<file path="config.mk">
export PLATFORM = sky130hd
export DESIGN_NAME = blsc_arith
export DESIGN_NICKNAME = d
export VERILOG_FILES = /design/src/design/blsc_pkg.sv /design/src/design/blsc_arith.sv
export SDC_FILE = /design/constraint.sdc
export NUM_CORES = 2
export LEC_CHECK = 0
export BUFFER_PORTS_ARGS = -buffer_cell sky130_fd_sc_hd__buf_2
export CORE_AREA = 4 4 444 446
export CTS_CLUSTER_SIZE = 10
export DETAILED_ROUTE_END_ITERATION = 8
export DIE_AREA = 0 0 448 450
export HOLD_SLACK_MARGIN = 0.03
export PLACE_DENSITY = 0.57
export SYNTH_ARGS = -nofsm -noshare
export SYNTH_HDL_FRONTEND = slang
export SYNTH_SLANG_ARGS = --single-unit
</file>
<file path="constraint.sdc">
create_clock -name clk -period 15.1 [get_ports clk]
set_clock_uncertainty 0.05 [all_clocks]
set_input_delay 2.265 -clock clk [delete_from_list [all_inputs] [get_ports clk]]
set_output_delay 2.265 -clock clk [all_outputs]
set_load 0.03 [all_outputs]
</file>
<file path="src/design/blsc_pkg.sv">
// ----------------------------------------------------------------------------
// blsc_pkg
// Shared types, constants and saturating Q32.32 helpers for the line search.
// ----------------------------------------------------------------------------
`default_nettype none

package blsc_pkg;

  localparam int MAX_ITERATIONS_DEF = 100;

  // golden section fraction and one half in Q32.32
  localparam logic signed [63:0] Q_GOLD = 64'sd1640531527;
  localparam logic signed [63:0] Q_HALF = 64'sd2147483648;

  localparam logic signed [63:0] S64_MAX = {1'b0, {63{1'b1}}};
  localparam logic signed [63:0] S64_MIN = {1'b1, {63{1'b0}}};

  localparam logic [32:0] RELTOL_RESET = 33'd429497;
  localparam logic [32:0] ABSEPS_RESET = 33'd1;

  localparam logic OPC_START = 1'b0;
  localparam logic OPC_VALUE = 1'b1;

  localparam logic REG_RELTOL = 1'b0;
  localparam logic REG_ABSEPS = 1'b1;

  localparam logic [1:0] STAT_PROBE = 2'd0;
  localparam logic [1:0] STAT_CONV  = 2'd1;
  localparam logic [1:0] STAT_LIMIT = 2'd2;

  typedef enum logic {
    OP_MUL,
    OP_DIV
  } arith_op_t;

  typedef struct packed {
    logic      start;
    arith_op_t op;
  } arith_req_t;

  function automatic logic signed [63:0] clip65(input logic signed [64:0] s);
    logic signed [63:0] r;
    if (s[64] == s[63]) begin
      r = s[63:0];
    end else if (s[64]) begin
      r = S64_MIN;
    end else begin
      r = S64_MAX;
    end
    return r;
  endfunction

  function automatic logic signed [63:0] sat_add(input logic signed [63:0] a,
                                                input logic signed [63:0] b);
    logic signed [64:0] s;
    s = {a[63], a} + {b[63], b};
    return clip65(s);
  endfunction

  function automatic logic signed [63:0] sat_sub(input logic signed [63:0] a,
                                                input logic signed [63:0] b);
    logic signed [64:0] s;
    s = {a[63], a} - {b[63], b};
    return clip65(s);
  endfunction

  function automatic logic signed [63:0] sat_neg(input logic signed [63:0] a);
    logic signed [64:0] s;
    s = 65'sd0 - {a[63], a};
    return clip65(s);
  endfunction

  function automatic logic signed [63:0] sat_abs(input logic signed [63:0] a);
    logic signed [63:0] r;
    r = a[63] ? sat_neg(a) : a;
    return r;
  endfunction

  function automatic logic [63:0] umag(input logic signed [63:0] a);
    logic [63:0] r;
    r = a[63] ? (64'd0 - a) : a;
    return r;
  endfunction

  // sign and magnitude back to signed, clipped
  function automatic logic signed [63:0] sat_mag(input logic neg, input logic [63:0] mag,
                                                input logic over);
    logic signed [63:0] r;
    if (neg) begin
      r = (over || mag[63]) ? S64_MIN : (64'd0 - mag);
    end else begin
      r = (over || mag[63]) ? S64_MAX : mag;
    end
    return r;
  endfunction

endpackage

`default_nettype wire

</file>
<file path="src/design/blsc_arith.sv">
// ----------------------------------------------------------------------------
// blsc_arith
// Shared multi-cycle Q32.32 multiplier (32x32 partial products) and
// bit-serial restoring divider, both saturating.
// ----------------------------------------------------------------------------
`default_nettype none

module blsc_arith (
  input  wire logic               clk,
  input  wire logic               rst,
  input  wire blsc_pkg::arith_req_t req,
  input  wire logic signed [63:0] a,
  input  wire logic signed [63:0] b,
  output logic signed [63:0]      result,
  output logic                    done
);

  typedef enum logic [1:0] {
    A_IDLE,
    A_MUL,
    A_DIV,
    A_FIN
  } astate_t;

  astate_t      state;
  logic [63:0]  x;
  logic [63:0]  y;
  logic         neg;
  logic         is_div;
  logic [63:0]  pp;
  logic [127:0] acc;
  logic [6:0]   cnt;
  logic [95:0]  num;
  logic [63:0]  rem;
  logic [63:0]  quo;
  logic         over;

  logic [31:0]  xs;
  logic [31:0]  ys;
  logic [127:0] pp_sh;
  logic [63:0]  remsh;
  logic         ge;
  logic [127:0] rnd;

  always_comb begin
    unique case (cnt[1:0])
      2'd0: begin xs = x[31:0];  ys = y[31:0];  end
      2'd1: begin xs = x[31:0];  ys = y[63:32]; end
      2'd2: begin xs = x[63:32]; ys = y[31:0];  end
      default: begin xs = x[63:32]; ys = y[63:32]; end
    endcase
    // pp holds the product issued in the previous cycle
    priority if (cnt == 7'd1) begin
      pp_sh = {64'd0, pp};
    end else if (cnt == 7'd4) begin
      pp_sh = {pp, 64'd0};
    end else begin
      pp_sh = {32'd0, pp, 32'd0};
    end
    remsh = {rem[62:0], num[95]};
    ge    = remsh >= y;
    rnd   = acc + 128'h8000_0000;
  end

  always_ff @(posedge clk) begin
    if (rst) begin
      state <= A_IDLE;
      done  <= 1'b0;
    end else begin
      unique case (state)
        A_IDLE: begin
          done <= 1'b0;
          if (req.start) begin
            x      <= blsc_pkg::umag(a);
            y      <= blsc_pkg::umag(b);
            neg    <= a[63] != b[63];
            is_div <= req.op == blsc_pkg::OP_DIV;
            acc    <= '0;
            cnt    <= '0;
            num    <= {blsc_pkg::umag(a), 32'd0};
            rem    <= '0;
            quo    <= '0;
            over   <= 1'b0;
            state  <= (req.op == blsc_pkg::OP_DIV) ? A_DIV : A_MUL;
          end
        end
        A_MUL: begin
          if (cnt < 7'd4) begin
            pp <= xs * ys;
          end
          if (cnt != 7'd0) begin
            acc <= acc + pp_sh;
          end
          cnt <= cnt + 7'd1;
          if (cnt == 7'd4) begin
            state <= A_FIN;
          end
        end
        A_DIV: begin
          rem   <= ge ? (remsh - y) : remsh;
          quo   <= {quo[62:0], ge};
          over  <= over | quo[63];
          num   <= {num[94:0], 1'b0};
          cnt   <= cnt + 7'd1;
          if (cnt == 7'd95) begin
            state <= A_FIN;
          end
        end
        default: begin
          if (is_div) begin
            result <= blsc_pkg::sat_mag(neg, quo, over);
          end else begin
            result <= blsc_pkg::sat_mag(neg, rnd[95:32], |rnd[127:96]);
          end
          done  <= 1'b1;
          state <= A_IDLE;
        end
      endcase
    end
  end

endmodule

`default_nettype wire

</file>
-- Word level (Yosys, flattened, before mapping)
Cells that the tools add are included.
- add/sub/neg operators: 8
- $mul: 1
- order comparisons: 2
- equality and inequality tests: 12
- mux-type cells: 32
- bitwise logic cells: 3
- reductions and logical operators: 20
- operators with widths (kind ; count):
    2-to-1 mux 64 bit ; 9
    2-to-1 mux 128 bit ; 4
    one-hot mux 128 bit (2 select lines) ; 1
    subtractor 1 x 64 -> 64 bit (first input constant) ; 4
    one-hot mux 96 bit (2 select lines) ; 1
    adder 128 bit ; 1
    adder 128 x 32 -> 128 bit (second input constant) ; 1
    one-hot mux 64 bit (2 select lines) ; 1
    2-to-1 mux 63 bit ; 2
    one-hot mux 63 bit (2 select lines) ; 1
    2-to-1 mux 96 bit ; 1
    >= comparator 64 bit ; 1
    multiplier 32 x 32 -> 64 bit ; 1
    2-to-1 mux 32 bit ; 2
    subtractor 63 bit ; 1
    OR reduction 32 bit ; 1
    AND reduction 3 bit ; 5
    one-hot mux 7 bit (2 select lines) ; 1
    2-to-1 mux 2 bit ; 4
    inequality test 2 bit (second input constant) ; 4
    adder 7 x 1 -> 7 bit (second input constant) ; 1
    == test 7 x 1 -> 1 bit (second input constant) ; 1
    == test 7 x 3 -> 1 bit (second input constant) ; 1
    == test 7 bit (second input constant) ; 1
    other kinds (18) ; 28
- register bits after elaboration: 620
- output and inout bits: 65

-- Longest topological paths before layout
- word-level depth: 6
- gate-level depth with buffers: 36

-- Worst setup path after synthesis
No wires, ideal clock.
- path type: input-to-reg
- from: input rst
- to: register num[32] (enable)
- library setup time: 0.747 ns
- arrival time: 10.435 ns
- data required time: 14.303 ns
- slack: 3.868 ns
- stages on the path: 2
- path through: clkbuf_1 > nor2_1
- longest elaborated chain between the ends: 2
- RTL lines (item ; line ; RTL):
    start: declaration ; blsc_arith.sv:10 ; input wire logic rst,
    inverter 1 bit (no source line) ; -- ;
    AND reduction 3 bit (no source line) ; -- ;
    end signal: assignment ; blsc_arith.sv:80 ; num <= {blsc_pkg::umag(a), 32'd0};
    end signal: assignment ; blsc_arith.sv:103 ; num <= {num[94:0], 1'b0};
    end: declaration ; blsc_arith.sv:33 ; logic [95:0] num;
No other way between the ends.
A chain may end at the register's enable or synchronous reset.

-- Final worst setup path
- from: register cnt[0]
- to: register pp[63] (data pin)
- longest elaborated chain between the ends: 4
- RTL lines (item ; line ; RTL):
    start: declaration ; blsc_arith.sv:32 ; logic [6:0] cnt;
    start signal: assignment ; blsc_arith.sv:94 ; cnt <= cnt + 7'd1;
    start signal: assignment ; blsc_arith.sv:104 ; cnt <= cnt + 7'd1;
    == test 2 x 1 -> 1 bit, or another cell as far along ; blsc_arith.sv:46 ; unique case (cnt[1:0])
    OR reduction 2 bit (no source line) ; -- ;
    2-to-1 mux 32 bit ; blsc_arith.sv:46 ;
    multiplier 32 x 32 -> 64 bit * ; blsc_arith.sv:89 ; pp <= xs * ys;
    end signal: assignment ; blsc_arith.sv:89 ;
    end: declaration ; blsc_arith.sv:30 ; logic [63:0] pp;
Every way passes the cells marked *; elsewhere a longest branch is shown, timed or not.

==> impl_metrics.py <==
metrics = {
    "status": {
        "run_status": "complete, no violations",
    },
    "route": {
        "drcViolationCount": 0,
        "vias_per_cell": 5.80,
        "ant_nets": 0,
        "detailroute.via_count": 65492,
        "firstDrtPassIters": 6,
        "detail_route.wirelength_um": 281000,
        "avgRoutedWirePerCell_um": 24.9,
        "dr.first_iter.drc_count": 6163,
    },
    "die": {
        "die_area_um2": 202000,
        "start_util_pct": 39.9,
        "ioPinCount": 197,
        "die-width_um": 448,
        "rows": 161,
        "chipHeight_um": 450,
        "design.core.area_um2": 193000,
    },
    "synth": {
        "synthesis.area_um2": 76900,
        "synth.cells.most_frequent": "sky130_fd_sc_hd__inv_1 (1095), sky130_fd_sc_hd__nor2_1 (1040), sky130_fd_sc_hd__nand2_1 (1039)",
        "syn-instance-count": 8730,
        "synth_async_sr_flop_share_pct": 0,
        "postSynth.topFlopCell": "sky130_fd_sc_hd__edfxtp_1",
        "synth_top_cells_by_area": "sky130_fd_sc_hd__fa_1 (23%), sky130_fd_sc_hd__edfxtp_1 (23%), sky130_fd_sc_hd__ha_1 (7.6%), sky130_fd_sc_hd__inv_1 (5.3%), sky130_fd_sc_hd__nor2_1 (5.1%)",
        "synth.avg_cell_area_um2": 8.81,
        "mappedNetlistNets": 10228,
        "synth_most_common_cell": "sky130_fd_sc_hd__inv_1",
        "yosysSeqAreaShare_pct": 22.9,
        "ys_ff_latch": 588,
        "largest_area_contributor_in_the_netlist": "sky130_fd_sc_hd__fa_1",
        "synth_enable_flop_cells": 585,
        "synthesis.yosys.warnings": 0,
        "netlist.area_leader.share_pct": 23.4,
        "synth_cell_type_count": 96,
    },
    "placed_design": {
        "detailedPlace.worstSlack_ns": 3.72,
        "placement.io_buffers": 196,
        "place_hpwl_um": 219000,
        "gp_congestion": 0.992,
    },
    "timing": {
        "finalSetupViolCount": 0,
        "transition_time_of_the_tightest_slew_check_pin_ns": 1.26,
        "maxClockFrequency_ghz": 0.0877,
        "setup_ws_ns": 3.69,
        "setup_repair_after_global_routing_missed_its_margin": "false",
        "slew_viol_final": 0,
        "post_layout_minimum_cycle_time_ns": 11.41,
        "hold_viol": 0,
        "final_min_period_over_clock_period_pct": 75.5,
        "timing.max_slew.rel_slack_pct": 16.2,
        "fin_setup_tns_ns": 0,
    },
    "hold_path": {
        "min_delay_path_depth": 2,
        "min_from": "done",
        "hold-path-endpoint": "done",
        "timing.hold.worst.class": "reg2reg",
    },
    "final_layout": {
        "post-route-util_pct": 43.2,
        "fin_nets": 10222,
        "fillCellCount": 18974,
        "layout-area-overhead-vs-synth_pct": 8.14,
        "area_occupied_by_multi_input_gates_um2": 53900,
        "register_area_um2": 17600,
        "layout-drive-gt1-share_pct": 7.60,
    },
    "global_route": {
        "grt_first_pass_wirelength_um": 420000,
        "antenna_found_initial": 9,
        "first_global_vias": 65602,
        "grt_max_degree": 158,
        "grt_remaining_overflow": 0,
        "globalRouteTotalUtil_pct": 27.5,
    },
    "critical_path": {
        "cp.arrival_ns": 11.80,
        "worstReg2RegEnd": "pp[63]",
        "crit_path_start_kind": "register",
        "worst_setup_path_startpoint": "cnt[0]",
        "r2r_setup_slk_ns": 3.69,
        "cp_max_fo": 38,
        "reg2reg_depth": 32,
        "regToRegStartpoint": "cnt[0]",
        "cp_data_required_time_ns": 15.50,
        "setup.worst_path.end_class": "register",
        "worstSetupPathType": "reg2reg",
        "slowest_stage_cell_on_the_critical_path": "sky130_fd_sc_hd__a221oi_1",
        "delay_of_the_slowest_cell_on_the_worst_path_ns": 0.81,
    },
    "run": {
        "drv_cap": 0,
    },
    "cts": {
        "cts_repair_resize_count": 0,
        "cts_tree": "built",
        "ctsHtreeMaxLevel": 3,
        "clock_path_buffers": 3,
        "numCtsBuffers": 77,
        "worst_skew_pair.late_latency_ns": 0.70,
        "clock_pin_slew_on_the_worst_setup_and_hold_paths_ns": 0.06,
        "clock-root-buffer": "sky130_fd_sc_hd__clkbuf_16",
        "holdBufCountCts": 0,
        "postCtsSetupBuffers": 0,
        "cts.sink_count": 588,
    },
}
[critical path, delay by kind of cell, from the launching register on]
family / cells / cell delay, ns
compound gates: 10 / 3.75
simple gates: 2 / 0.27
xor+xnor: 1 / 0.09
flops: 1 / 0.43
buf+inv: 8 / 1.85
fa+ha+maj: 10 / 4.27
mux: 1 / 0.30
[layout make-up]
type	count	share of cell area [%]
clock buffers	89	2.40
well taps	2526	3.80
diodes	7	0.0211
multi-input cells	6630	64.9
inverters	1099	4.97
flip-flops and latches	588	21.2
clock inverters	30	0.342
repair buffers	328	2.41
[routing by layer]
layer / global-route usage, % / share of wire (%) / up-vias
met4: 13.3 / 5.9 / 6
met3: 5.00 / 8.0 / 695
met2: 43.9 / 45 / 3048
met5: 0 / 0.016 / -
li1: - / - / 29264
met1: 36.1 / 41 / 32479
[sequential cells by signal, indices dropped and copies added, names as in the netlist, 2 cells and up]
name,cells
x,64
state,2
cnt,7
result,64
quo,64
rem,63
pp,64
num,64
y,64
acc,128
[cells by family after synthesis]
kind of cell	count (synthesis)	share of synthesized area, %
and+or+nand+nor	3076	18.2
AOI/OAI and AO/OA	1537	12.5
xor gates and xnor gates	447	5.09
DFF	588	22.9
muxes	204	2.82
buffers and inverters	1512	7.44
adders and majority gates	1366	31.0
[worst max path at each step]
stage,endpoint,slack (ns),cells after the start
3_3_place_gp,pp[63],3.56,31
3_5_place_dp,pp[63],3.72,32
2_1_floorplan,num[32],3.87,2
4_1_cts,pp[63],3.68,32
6_report,pp[63],3.69,32
5_1_grt,pp[59],3.25,32
[placed cells by master, fill, tap and decap left out, types with 66 or more instances in the layout]
| master | count |
|---|---|
| sky130_fd_sc_hd__clkbuf_16 | 78 |
| sky130_fd_sc_hd__ha_1 | 466 |
| sky130_fd_sc_hd__buf_2 | 196 |
| sky130_fd_sc_hd__fa_1 | 898 |
| sky130_fd_sc_hd__nand3_1 | 164 |
| sky130_fd_sc_hd__a21o_1 | 137 |
| sky130_fd_sc_hd__o31ai_1 | 70 |
| sky130_fd_sc_hd__nand4_1 | 126 |
| sky130_fd_sc_hd__mux2_2 | 102 |
| sky130_fd_sc_hd__nand2_1 | 1039 |
| sky130_fd_sc_hd__and2_1 | 123 |
| sky130_fd_sc_hd__nor3_1 | 130 |
| sky130_fd_sc_hd__o21bai_1 | 66 |
| sky130_fd_sc_hd__and3_1 | 86 |
| sky130_fd_sc_hd__nor2_1 | 1035 |
| sky130_fd_sc_hd__edfxtp_1 | 585 |
| sky130_fd_sc_hd__xor2_1 | 121 |
| sky130_fd_sc_hd__o21ai_0 | 329 |
| sky130_fd_sc_hd__xnor2_1 | 326 |
| sky130_fd_sc_hd__a21oi_1 | 496 |
| sky130_fd_sc_hd__buf_4 | 129 |
| sky130_fd_sc_hd__inv_1 | 1094 |
[through the flow]
stage / hold slack (ns) / cell area [µm²] / cells
after floorplan: 0.415 / 76900 / 8730
after global placement: 0.431 / 80800 / 11168
after CTS: 0.441 / 83100 / 11290
final: 0.437 / 83100 / 11297
after detailed placement: 0.428 / 80900 / 11171
after global routing: 0.472 / 83100 / 11291
Power is not shown: default switching activity piles up to over one toggle a cycle in this logic, so the estimate is an artifact.
